[src/hw/rtl/kcrt_pkg.sv]
// ----------------------------------------------------------------------------
// kcrt_pkg: shared types and constants of the keyed callback registry table
// Table depth, index widths, entry layout, action and status codes, and the
// control bundle between the sequencer and the entry store.
// ----------------------------------------------------------------------------
package kcrt_pkg;

  localparam int unsigned MAX_ENTRIES = 16;
  localparam int unsigned IDX_W = (MAX_ENTRIES > 1) ? $clog2(MAX_ENTRIES) : 1;
  localparam int unsigned CNT_W = $clog2(MAX_ENTRIES + 1);
  // wide enough for slot index plus two without wrapping
  localparam int unsigned NXT_W = CNT_W + 1;

  typedef enum logic [2:0] {
    ACT_REGISTER = 3'd0,
    ACT_ENABLE   = 3'd1,
    ACT_DISABLE  = 3'd2,
    ACT_DELETE   = 3'd3,
    ACT_DISPATCH = 3'd4
  } action_e;

  typedef enum logic [1:0] {
    STATUS_OK      = 2'd0,
    STATUS_INVALID = 2'd1,
    STATUS_FULL    = 2'd2
  } status_e;

  typedef struct packed {
    logic [7:0]  etype;
    logic [31:0] hid;
    logic [31:0] addr;
    logic        on;
  } entry_t;

  typedef struct packed {
    logic             wr_en;
    logic [IDX_W-1:0] wr_idx;
    logic             rd_en;
    logic [IDX_W-1:0] rd_idx;
  } store_req_t;

endpackage

[src/hw/rtl/kcrt_entry_store.sv]
// ----------------------------------------------------------------------------
// kcrt_entry_store: entry memory with registered read and key compare
// One write port and one read port; the read entry is held in a register
// and compared against the lookup key of the current request.
// ----------------------------------------------------------------------------
module kcrt_entry_store (
  input  logic                clk_i,
  input  kcrt_pkg::store_req_t req_i,
  input  kcrt_pkg::entry_t     wr_entry_i,
  input  logic [7:0]          key_type_i,
  input  logic [31:0]         key_id_i,
  output kcrt_pkg::entry_t     rd_entry_o,
  output logic                match_o
);
  import kcrt_pkg::*;

  entry_t mem_q [MAX_ENTRIES];
  entry_t rd_q;

  always_ff @(posedge clk_i) begin
    if (req_i.wr_en) begin
      mem_q[req_i.wr_idx] <= wr_entry_i;
    end
    if (req_i.rd_en) begin
      rd_q <= mem_q[req_i.rd_idx];
    end
  end

  assign rd_entry_o = rd_q;
  assign match_o    = (rd_q.etype == key_type_i) && (rd_q.hid == key_id_i);

endmodule

[src/hw/rtl/keyed_callback_registry_table_unit.sv]
// ----------------------------------------------------------------------------
// keyed_callback_registry_table_unit: compacted table of keyed handlers
// Registers, enables, disables, deletes and dispatches handler entries.
// ----------------------------------------------------------------------------
// Usage: the input channel (in_valid_i / in_stall_o) carries one request per
// accepted beat: action, event type, handler id, handler address, event data.
// The output channel (out_valid_o / out_stall_i) returns exactly one result
// per request: status, call_valid, call_target, call_data.
// Each request runs through a sequencer that scans the table slot by slot,
// a read state then a compare state per slot, through a single memory read
// port and one key comparator. Register writes an accepted new entry at slot
// entry_count without a scan. Enable, disable, delete and dispatch scan from
// slot 0 until the key matches; delete then shifts each later entry down
// through the same port. A miss scans all entry_count slots. One request is
// in work at a time; in_stall_o is high while it runs.
// The result sits in an output register: a new request is taken while a
// result waits, and a stalled result holds until out_stall_i drops.
// Reset clears the entry count and all control state; table contents are
// left as they are and only slots below the count are ever read.
// ----------------------------------------------------------------------------
module keyed_callback_registry_table_unit (
  input  logic        clk_i,
  input  logic        rst_ni,
  input  logic        in_valid_i,
  output logic        in_stall_o,
  input  logic [2:0]  action_i,
  input  logic [7:0]  event_type_i,
  input  logic [31:0] handler_id_i,
  input  logic [31:0] handler_address_i,
  input  logic [31:0] event_data_i,
  output logic        out_valid_o,
  input  logic        out_stall_i,
  output logic [1:0]  status_o,
  output logic        call_valid_o,
  output logic [31:0] call_target_o,
  output logic [31:0] call_data_o
);
  import kcrt_pkg::*;

  typedef enum logic [6:0] {
    ST_IDLE     = 7'b0000001,
    ST_START    = 7'b0000010,
    ST_READ     = 7'b0000100,
    ST_CMP      = 7'b0001000,
    ST_SHIFT_RD = 7'b0010000,
    ST_SHIFT_WR = 7'b0100000,
    ST_RESP     = 7'b1000000
  } state_e;

  state_e           state_q, state_d;
  logic [IDX_W-1:0] idx_q, idx_d;
  logic [CNT_W-1:0] count_q, count_d;
  logic             out_valid_q, out_valid_d;

  action_e     req_action_q;
  logic [7:0]  req_type_q;
  logic [31:0] req_id_q;
  logic [31:0] req_addr_q;
  logic [31:0] req_data_q;

  status_e     res_status_q, res_status_d;
  logic        res_call_q, res_call_d;
  logic [31:0] res_target_q, res_target_d;

  status_e     out_status_q;
  logic        out_call_q;
  logic [31:0] out_target_q;
  logic [31:0] out_data_q;

  logic             load_req;
  logic             out_load;
  logic [NXT_W-1:0] nxt_idx;
  logic [NXT_W-1:0] nxt2_idx;
  logic [NXT_W-1:0] count_ext;

  store_req_t store_req;
  entry_t     wr_entry;
  entry_t     rd_entry;
  logic       store_match;

  kcrt_entry_store u_store (
    .clk_i      (clk_i),
    .req_i      (store_req),
    .wr_entry_i (wr_entry),
    .key_type_i (req_type_q),
    .key_id_i   (req_id_q),
    .rd_entry_o (rd_entry),
    .match_o    (store_match)
  );

  assign nxt_idx   = NXT_W'(idx_q) + NXT_W'(1);
  assign nxt2_idx  = nxt_idx + NXT_W'(1);
  assign count_ext = NXT_W'(count_q);

  // memory port control
  always_comb begin
    store_req.wr_en  = 1'b0;
    store_req.wr_idx = idx_q;
    store_req.rd_en  = 1'b0;
    store_req.rd_idx = idx_q;
    wr_entry         = rd_entry;
    unique case (state_q)
      ST_START: begin
        if (req_action_q == ACT_REGISTER && req_addr_q != '0 &&
            count_q < CNT_W'(MAX_ENTRIES)) begin
          store_req.wr_en  = 1'b1;
          store_req.wr_idx = count_q[IDX_W-1:0];
          wr_entry.etype   = req_type_q;
          wr_entry.hid     = req_id_q;
          wr_entry.addr    = req_addr_q;
          wr_entry.on      = 1'b0;
        end
      end
      ST_READ: begin
        store_req.rd_en = 1'b1;
      end
      ST_CMP: begin
        if (store_match &&
            (req_action_q == ACT_ENABLE || req_action_q == ACT_DISABLE)) begin
          store_req.wr_en = 1'b1;
          wr_entry.on     = (req_action_q == ACT_ENABLE);
        end
      end
      ST_SHIFT_RD: begin
        store_req.rd_en  = 1'b1;
        store_req.rd_idx = nxt_idx[IDX_W-1:0];
      end
      ST_SHIFT_WR: begin
        store_req.wr_en = 1'b1;
      end
      ST_IDLE, ST_RESP: begin
      end
      default: begin
      end
    endcase
  end

  // sequencer
  always_comb begin
    state_d      = state_q;
    idx_d        = idx_q;
    count_d      = count_q;
    res_status_d = res_status_q;
    res_call_d   = res_call_q;
    res_target_d = res_target_q;
    load_req     = 1'b0;
    out_load     = 1'b0;
    unique case (state_q)
      ST_IDLE: begin
        if (in_valid_i) begin
          load_req = 1'b1;
          state_d  = ST_START;
        end
      end
      ST_START: begin
        idx_d        = '0;
        res_call_d   = 1'b0;
        res_target_d = '0;
        res_status_d = STATUS_INVALID;
        state_d      = ST_RESP;
        case (req_action_q) inside
          ACT_REGISTER: begin
            if (req_addr_q == '0) begin
              res_status_d = STATUS_INVALID;
            end else if (count_q >= CNT_W'(MAX_ENTRIES)) begin
              res_status_d = STATUS_FULL;
            end else begin
              res_status_d = STATUS_OK;
              count_d      = count_q + CNT_W'(1);
            end
          end
          ACT_ENABLE, ACT_DISABLE, ACT_DELETE, ACT_DISPATCH: begin
            if (count_q != '0) begin
              state_d = ST_READ;
            end
          end
          default: begin
          end
        endcase
      end
      ST_READ: begin
        state_d = ST_CMP;
      end
      ST_CMP: begin
        if (store_match) begin
          res_status_d = STATUS_OK;
          state_d      = ST_RESP;
          if (req_action_q == ACT_DISPATCH && rd_entry.on) begin
            res_call_d   = 1'b1;
            res_target_d = rd_entry.addr;
          end
          if (req_action_q == ACT_DELETE) begin
            if (nxt_idx < count_ext) begin
              state_d = ST_SHIFT_RD;
            end else begin
              count_d = count_q - CNT_W'(1);
            end
          end
        end else if (nxt_idx < count_ext) begin
          idx_d   = IDX_W'(nxt_idx);
          state_d = ST_READ;
        end else begin
          state_d = ST_RESP;
        end
      end
      ST_SHIFT_RD: begin
        state_d = ST_SHIFT_WR;
      end
      ST_SHIFT_WR: begin
        // advance to the next slot to fill, or close the gap at the end
        idx_d = IDX_W'(nxt_idx);
        if (nxt2_idx < count_ext) begin
          state_d = ST_SHIFT_RD;
        end else begin
          count_d = count_q - CNT_W'(1);
          state_d = ST_RESP;
        end
      end
      ST_RESP: begin
        if (!out_valid_q || !out_stall_i) begin
          out_load = 1'b1;
          state_d  = ST_IDLE;
        end
      end
      default: begin
        state_d = ST_IDLE;
      end
    endcase
  end

  always_comb begin
    out_valid_d = out_valid_q;
    if (out_load) begin
      out_valid_d = 1'b1;
    end else if (out_valid_q && !out_stall_i) begin
      out_valid_d = 1'b0;
    end
  end

  always_ff @(posedge clk_i or negedge rst_ni) begin
    if (!rst_ni) begin
      state_q     <= ST_IDLE;
      idx_q       <= '0;
      count_q     <= '0;
      out_valid_q <= 1'b0;
    end else begin
      state_q     <= state_d;
      idx_q       <= idx_d;
      count_q     <= count_d;
      out_valid_q <= out_valid_d;
    end
  end

  always_ff @(posedge clk_i) begin
    if (load_req) begin
      req_action_q <= action_e'(action_i);
      req_type_q   <= event_type_i;
      req_id_q     <= handler_id_i;
      req_addr_q   <= handler_address_i;
      req_data_q   <= event_data_i;
    end
    res_status_q <= res_status_d;
    res_call_q   <= res_call_d;
    res_target_q <= res_target_d;
    if (out_load) begin
      out_status_q <= res_status_q;
      out_call_q   <= res_call_q;
      out_target_q <= res_target_q;
      out_data_q   <= res_call_q ? req_data_q : 32'd0;
    end
  end

  assign in_stall_o    = (state_q != ST_IDLE);
  assign out_valid_o   = out_valid_q;
  assign status_o      = out_status_q;
  assign call_valid_o  = out_call_q;
  assign call_target_o = out_target_q;
  assign call_data_o   = out_data_q;

  a_count_bound : assert property (@(posedge clk_i) disable iff (!rst_ni)
    count_q <= CNT_W'(MAX_ENTRIES))
    else $error("entry count above table depth");

  a_shift_in_range : assert property (@(posedge clk_i) disable iff (!rst_ni)
    (state_q == ST_SHIFT_RD || state_q == ST_SHIFT_WR) |-> (nxt_idx < count_ext))
    else $error("compaction shift beyond valid entries");

  a_out_from_resp : assert property (@(posedge clk_i) disable iff (!rst_ni)
    $rose(out_valid_q) |-> $past(state_q == ST_RESP))
    else $error("result issued outside response state");

  a_call_ok : assert property (@(posedge clk_i) disable iff (!rst_ni)
    (out_valid_q && out_call_q) |-> (out_status_q == STATUS_OK))
    else $error("call issued with non-ok status");

endmodule
[config.mk]
export PLATFORM = sky130hd
export DESIGN_NAME = keyed_callback_registry_table_unit
export DESIGN_NICKNAME = d
export VERILOG_FILES = /design/src/hw/rtl/kcrt_pkg.sv /design/src/hw/rtl/kcrt_entry_store.sv /design/src/hw/rtl/keyed_callback_registry_table_unit.sv
export SDC_FILE = /design/constraint.sdc
export NUM_CORES = 2
export LEC_CHECK = 0
export BUFFER_PORTS_ARGS = -buffer_cell sky130_fd_sc_hd__buf_2
export CELL_PAD_IN_SITES_DETAIL_PLACEMENT = 0
export CELL_PAD_IN_SITES_GLOBAL_PLACEMENT = 1
export CORE_MARGIN = 2
export CORE_UTILIZATION = 25
export DETAILED_ROUTE_END_ITERATION = 10
export PLACE_DENSITY_LB_ADDON = 0.1
export SYNTH_ARGS = -nofsm -noshare
export SYNTH_HDL_FRONTEND = slang
export SYNTH_SLANG_ARGS = --single-unit
[constraint.sdc]
create_clock -name clk_i -period 22.6 [get_ports clk_i]
set_clock_uncertainty 0.2 [all_clocks]
set_input_delay 4.52 -clock clk_i [delete_from_list [all_inputs] [get_ports clk_i]]
set_output_delay 4.52 -clock clk_i [all_outputs]
set_load 0.1 [all_outputs]
Word level (Yosys, flattened, before mapping):

Memories as Yosys holds them, arrays and structs flattened. A register that Yosys moved wholly into a read port is not among the register bits.
Index checks and enable logic that the tools add are counted.

* memory bits (writable): 1168
* bits of input ports: 111
* logic and storage cells: 126
* bits in latches: 0
* flip-flop bits (word level): 226
* memories: 1
* output and inout bits: 69
* ROM bits: 0

* add/subtract/negate cells: 4
* reduce and logical (&&, ||, !) cells: 24
* bitwise gates (word level): 0
* muxes and demuxes: 51
* shifts and indexed selects: 0
* order comparisons: 4
* multiply operators: 0
* divide/modulo/power cells: 0
* equality and inequality tests: 26

Memory list
* u_store.mem_q: words 16, width 73, rd ports 1, clocked after Yosys merged registers in 1, wr ports 1, line kcrt_entry_store.sv:17 `entry_t mem_q [MAX_ENTRIES];`

Operators with widths (number)
* 73-bit two-way mux: 1
* 72-bit two-way mux: 1
* 7-bit two-way mux: 10
* 32-bit two-way mux: 2
* 32-bit case mux with 2 select lines: 1
* 7-bit case mux with 7 select lines: 1
* 5-bit two-way mux: 8
* 32-bit == test: 1
* 32-bit zero test: 1
* 32-bit nonzero test: 1
* 2-bit inequality test, second input constant: 12
* 4-bit two-way mux: 4
* 5-bit case mux with 3 select lines: 1
* 1-bit two-way mux: 13
* 4-bit case mux with 3 select lines: 1
* 8-bit == test: 1
* 2-bit two-way mux: 4
* 8-bit AND reduction: 1
* 7-bit by 1-bit == test with 1-bit output, second input constant: 1
* 7-bit by 2-bit == test with 1-bit output, second input constant: 1
* 7-bit by 3-bit == test with 1-bit output, second input constant: 1
* 7-bit by 4-bit == test with 1-bit output, second input constant: 1
* 7-bit by 5-bit == test with 1-bit output, second input constant: 1
* 7-bit by 6-bit == test with 1-bit output, second input constant: 1
* other kinds (27): 39

Longest topological paths before layout:

* depth after elaboration: 7
* gate-level depth with buffers: 11
* depth with buffers taken out: 11

By module:

A second synthesis with hierarchy kept.

* cells, all modules: 2473
* area total of the unflattened synthesis: 55472.0 um^2

By module, submodules not included
* kcrt_entry_store: area an instance 46289.4 um^2, cells each 1928, instances 1, sequential area each 37265.7 um^2
* keyed_callback_registry_table_unit: area an instance 9182.6 um^2, cells each 545, instances 1, sequential area each 6702.7 um^2

Least setup slack after synthesis:

OpenSTA, ideal clock, no wires.

* path type: input to register
* start point: input in_valid_i
* end point: register req_action_q[0], enable pin
* library setup time: 0.573 ns
* stages on the path: 2
* buffers on the path: 0
* data required time: 21.827 ns
* arrival: 8.989 ns
* path slack: 12.837 ns
* path through: inv_1 -> nor2_1

* word-level cells in the longest chain between the ends: 2

Ends and longest elaborated chain
* start, declared: line keyed_callback_registry_table_unit.sv:24 `input logic in_valid_i,`
* 1-bit two-way mux: line keyed_callback_registry_table_unit.sv:150 `if (in_valid_i) begin`
* 1-bit two-way mux: line keyed_callback_registry_table_unit.sv:148 `unique case (state_q)`
* net load_req: line keyed_callback_registry_table_unit.sv:70 `logic load_req;`
* end signal, assigned: line keyed_callback_registry_table_unit.sv:256 `req_action_q <= action_e'(action_i);`
* end, declared: line keyed_callback_registry_table_unit.sv:55 `action_e req_action_q;`

The timed path passes the listed nets, and every way through them passes these cells.
A chain may end at the register's enable or synchronous reset.

Final worst setup path:

* start point: register state_q[3]
* end point: output in_stall_o

* word-level cells in the longest chain between the ends: 1

Ends and longest elaborated chain
* start, declared: line keyed_callback_registry_table_unit.sv:50 `state_e state_q, state_d;`
* start signal, assigned: line keyed_callback_registry_table_unit.sv:247 `state_q <= state_d;`
* 7-bit by 1-bit inequality test with 1-bit output: line keyed_callback_registry_table_unit.sv:273 `assign in_stall_o = (state_q != ST_IDLE);`
* end, declared: line keyed_callback_registry_table_unit.sv:25 `output logic in_stall_o,`

No other way between the ends.

==> impl_metrics.prom <==
# TYPE chip_impl_metric gauge
chip_impl_metric{name="p_total",unit="µW"} 6140
chip_impl_info{name="cpLargestDelayFamily",value="simple AND/OR/NAND/NOR gates"} 1
chip_impl_metric{name="chipHeight",unit="µm"} 480
chip_impl_metric{name="finalHoldViolCount",unit=""} 0
chip_impl_metric{name="post-route-util",unit="%"} 29.7
chip_impl_metric{name="timing.reg2reg.worst_path_depth",unit=""} 9
chip_impl_metric{name="post-route-period-util",unit="%"} 30.6
chip_impl_metric{name="route.detailed.drc",unit=""} 0
chip_impl_metric{name="drt_pre_antenna_iters",unit=""} 5
chip_impl_metric{name="dpl.cell_count",unit=""} 7060
chip_impl_metric{name="final_cell_area",unit="µm²"} 66800
chip_impl_metric{name="clock_tree.buffer_depth",unit=""} 3
chip_impl_metric{name="globalplace.congestion",unit=""} 0.688
chip_impl_metric{name="layout.filler_cells",unit=""} 22700
chip_impl_metric{name="yosysUniqueCellTypes",unit=""} 56
chip_impl_metric{name="numCtsBuffers",unit=""} 176
chip_impl_metric{name="critical_path_peak_fanout",unit=""} 5
chip_impl_info{name="hold_path_end",value="call_target_o[4]"} 1
chip_impl_info{name="worstHoldStart",value="res_target_q[4]"} 1
chip_impl_metric{name="critical_path_required",unit="ps"} 17880
chip_impl_metric{name="globalRouteOverflowTotal",unit=""} 0
chip_impl_info{name="timing.setup.critical_path_class",value="reg -> out"} 1
chip_impl_metric{name="routed_wl",unit="mm"} 178
chip_impl_info{name="outcome",value="completed"} 1
chip_impl_metric{name="detail_route.vias_per_cell",unit=""} 4.46
chip_impl_metric{name="switching_share",unit="%"} 23.3
chip_impl_metric{name="postCtsSetupRepairBufs",unit=""} 0
chip_impl_info{name="rsz0062_at_grt",value="no"} 1
chip_impl_metric{name="floorplan.initialDensity",unit="%"} 25.2
chip_impl_info{name="reg_to_reg_critical_path_startpoint",value="req_id_q[9]"} 1
chip_impl_metric{name="die_area",unit="µm²"} 230000
chip_impl_metric{name="core.rowCount",unit=""} 174
chip_impl_metric{name="yosysWarningCount",unit=""} 0
chip_impl_metric{name="track_usage",unit="%"} 15.3
chip_impl_metric{name="port-buffer-count",unit=""} 179
chip_impl_metric{name="relSlewSlack",unit="%"} 25.6
chip_impl_info{name="worstPathCellList",value="nor3_4 > nand4b_1 > buf_2"} 1
chip_impl_metric{name="p_leak",unit="µW"} 0.0227
chip_impl_metric{name="routed-via-count",unit=""} 32900
chip_impl_metric{name="clk-insertion-delay-late",unit="ps"} 800
chip_impl_metric{name="p_int",unit="µW"} 4710
chip_impl_info{name="dominantRegCellSynth",value="edfxtp_1"} 1
chip_impl_metric{name="wp_depth",unit=""} 3
chip_impl_metric{name="horizontal_extent_of_the_die",unit="µm"} 480
chip_impl_metric{name="synth_async_sr_flop_share",unit="%"} 1.16
chip_impl_metric{name="worst_ep_arrival_time",unit="ps"} 2190
chip_impl_metric{name="global_route_wire_length_before_repair",unit="mm"} 254
chip_impl_metric{name="worstHoldPathCells",unit=""} 0
chip_impl_metric{name="postRouteAntennaNets",unit=""} 0
chip_impl_info{name="critical-path-slowest-cell",value="dfrtp_1"} 1
chip_impl_metric{name="clock_power_share",unit="%"} 44.0
chip_impl_metric{name="drive_gt1_share",unit="%"} 11.5
chip_impl_metric{name="synth_fp_nets",unit=""} 4172
chip_impl_metric{name="slowest_delay",unit="ps"} 440
chip_impl_metric{name="area_growth_syn_to_layout",unit="%"} 17.9
chip_impl_metric{name="avgRoutedWirePerCell",unit="µm"} 24.1
chip_impl_metric{name="cts.hold.buffers_added",unit=""} 0
chip_impl_metric{name="post_synth_inst_count",unit=""} 4046
chip_impl_metric{name="cts_resized",unit=""} 0
chip_impl_metric{name="maxSlewViolCount",unit=""} 0
chip_impl_metric{name="cts_htree_levels",unit=""} 4
chip_impl_metric{name="pin_count_of_the_biggest_net_entering_global_routing",unit=""} 158
chip_impl_metric{name="clk_pin_slew",unit="ps"} 50
chip_impl_metric{name="fin_setup_tns",unit="ps"} 0
chip_impl_metric{name="initial_antenna_violation_count",unit=""} 18
chip_impl_metric{name="number_of_flops_mapped_to_enable_cells_by_yosys",unit=""} 1450
chip_impl_metric{name="cap_violations",unit=""} 0
chip_impl_metric{name="critical_path.n_buffers_inverters",unit=""} 1
chip_impl_metric{name="power.density",unit="nW/µm²"} 91.9
chip_impl_info{name="critical_path_sink_type",value="output pin"} 1
chip_impl_info{name="path_category_of_the_worst_min_delay_check",value="reg -> reg"} 1
chip_impl_metric{name="achievable-frequency",unit="MHz"} 145
chip_impl_info{name="timing.rr.end",value="u_store.mem_q[2][2]"} 1
chip_impl_metric{name="layout.cells.non_filler",unit=""} 7381
chip_impl_metric{name="floorplan.core_area",unit="µm²"} 225000
chip_impl_metric{name="irDropWorstVdd",unit="mV"} 0.0725
chip_impl_metric{name="placement.cell_area",unit="µm²"} 61400
chip_impl_metric{name="sequentialPowerShare",unit="%"} 50.9
chip_impl_metric{name="timing.reg2reg.setup_slack",unit="ps"} 16600
chip_impl_info{name="worst_setup_path_start_kind",value="flop"} 1
chip_impl_info{name="cts-root-buf",value="clkbuf_16"} 1
chip_impl_metric{name="post-dp-hpwl",unit="mm"} 91.5
chip_impl_metric{name="power_frac_comb",unit="%"} 5.2
chip_impl_metric{name="number_of_global_route_vias_before_repair",unit=""} 33100
chip_impl_metric{name="ys_seq_elements",unit=""} 1467
chip_impl_metric{name="syn_avg_cell_area",unit="µm²"} 14.0
chip_impl_metric{name="p_switching",unit="µW"} 1430
chip_impl_metric{name="syn-cell-area",unit="µm²"} 56600
chip_impl_metric{name="clock_sinks",unit=""} 1467
chip_impl_metric{name="worst_margin_pin_slew",unit="ps"} 1120
chip_impl_metric{name="nNetsFinal",unit=""} 4372
chip_impl_metric{name="setup_viol_count_final",unit=""} 0
chip_impl_metric{name="ios",unit=""} 180
chip_impl_metric{name="fin_crit",unit="ps"} 6910
chip_impl_metric{name="seq_area_frac_synth",unit="%"} 77.6
chip_impl_metric{name="drt_iter0_markers",unit=""} 2291
chip_impl_info{name="cts_tree",value="done"} 1
==> metrics by stage <==
stage	hold WS (ps)	setup slack, ps
2_1_floorplan	200	12840
3_3_place_gp	202	15940
3_5_place_dp	205	15950
4_1_cts	218	15590
5_1_grt	226	15550
6_report	216	15690
==> cells in the mapped netlist (2+ instances only) <==
master	number	area, µm²
mux2i_1	75	751
nand3_1	455	2280
xnor2_1	12	105
ha_1	14	175
nand3b_1	3	22.5
o31ai_1	5	37.5
a32oi_1	73	639
nor2b_1	2	12.5
nor2_1	12	45.0
buf_4	8	60.1
o21ai_1	74	370
o32ai_1	14	123
nand4_1	152	951
a21o_1	2	15.0
or2_2	2	12.5
nand2_1	1261	4730
and2_1	64	400
buf_2	85	425
nand4b_1	3	26.3
clkbuf_1	107	402
buf_1	29	109
inv_1	12	45.0
or3_1	5	31.3
nor3_1	3	15.0
a31oi_1	2	12.5
o21ai_0	3	15.0
nand2b_1	3	18.8
xor2_1	39	342
and3_1	3	18.8
o211ai_1	2	15.0
dfrtp_1	16	400
a21oi_1	13	65.1
o22ai_1	3	18.8
nor4_1	19	119
edfxtp_1	1450	43500
==> registers in the layout, indices dropped and copies added (netlist names) <==
register	flops
u_store.mem_q	1168
u_store.rd_entry_o	73
call_data_o	32
call_target_o	32
req_addr_q	32
req_data_q	32
req_id_q	32
res_target_q	32
req_type_q	8
state_q	7
count_q	5
idx_q	4
req_action_q	3
res_status_q	2
status_o	2
call_valid_o	1
out_valid_o	1
res_call_q	1
==> cell type report <==
| type | instances | area (µm²) | area share (%) |
|---|---|---|---|
| antenna | 5 | 12.5 | 0.0187 |
| clock buffer | 234 | 4790 | 7.18 |
| clock inverter | 82 | 621 | 0.929 |
| inverter | 13 | 51.3 | 0.0768 |
| multi-input combinational | 2337 | 12000 | 18.0 |
| sequential | 1467 | 44000 | 65.8 |
| tap | 2992 | 3740 | 5.61 |
| timing repair buffer | 251 | 1560 | 2.34 |
==> kinds of logic after synthesis <==
| family | count (synthesis) | share of synthesized area, % |
|---|---|---|
| AOI/OAI and AO/OA | 200 | 2.48 |
| adders and majority gates | 15 | 0.345 |
| and+or+nand+nor | 1993 | 15.5 |
| xor gates and xnor gates | 53 | 0.866 |
| buffers and inverters | 242 | 1.85 |
| muxes | 76 | 1.35 |
| DFF | 1467 | 77.6 |
==> routing by layer <==
layer / vias up / part of all wire (%) / wire length (µm) / global-route usage [%]
met2: 601 / 45 / 80800 / 23.9
met3: 203 / 3.6 / 6480 / 2.41
met4: 4 / 1.6 / 2810 / 3.18
li1: 15300 / - / - / -
met1: 16800 / 49 / 87600 / 22.2
met5: - / 0.016 / 29 / 0
==> power groups by stage <==
stage / clock [µW] / sequential (µW) / combinational (µW)
2_1_floorplan: 0 / 3230 / 145
3_3_place_gp: 0 / 3180 / 330
3_5_place_dp: 0 / 3180 / 328
4_1_cts: 2790 / 3120 / 328
5_1_grt: 2890 / 3130 / 345
6_report: 2700 / 3120 / 317
==> layout by cell type, fill, tap and decap left out, types with 7 or more instances in the layout <==
cell type  count
edfxtp_1    1450
nand2_1     1261
nand3_1      455
clkbuf_16    184
buf_2        179
nand4_1      152
mux2i_1       75
a32oi_1       73
o21ai_1       73
and2_1        64
buf_4         62
clkinv_1      53
clkbuf_1      50
xor2_1        38
nor4_1        18
dfrtp_1       16
ha_1          14
o32ai_4       13
clkinv_2      13
xnor2_1       12
a21oi_1       12
inv_1         11
nor2_1        11
buf_12        10
bufinv_16      7
==> worst max path at each step <==
stage | slack (ps) | endpoint | startpoint
floorplan | 12840 | req_action_q[0] | in_valid_i
global placement | 15940 | req_id_q[4] | in_valid_i
detailed placement | 15950 | req_addr_q[30] | in_valid_i
CTS | 15590 | in_stall_o | state_q[3]
global route | 15550 | in_stall_o | state_q[3]
finish | 15690 | in_stall_o | state_q[3]
Note: power is estimated with default switching activity, not from simulation.
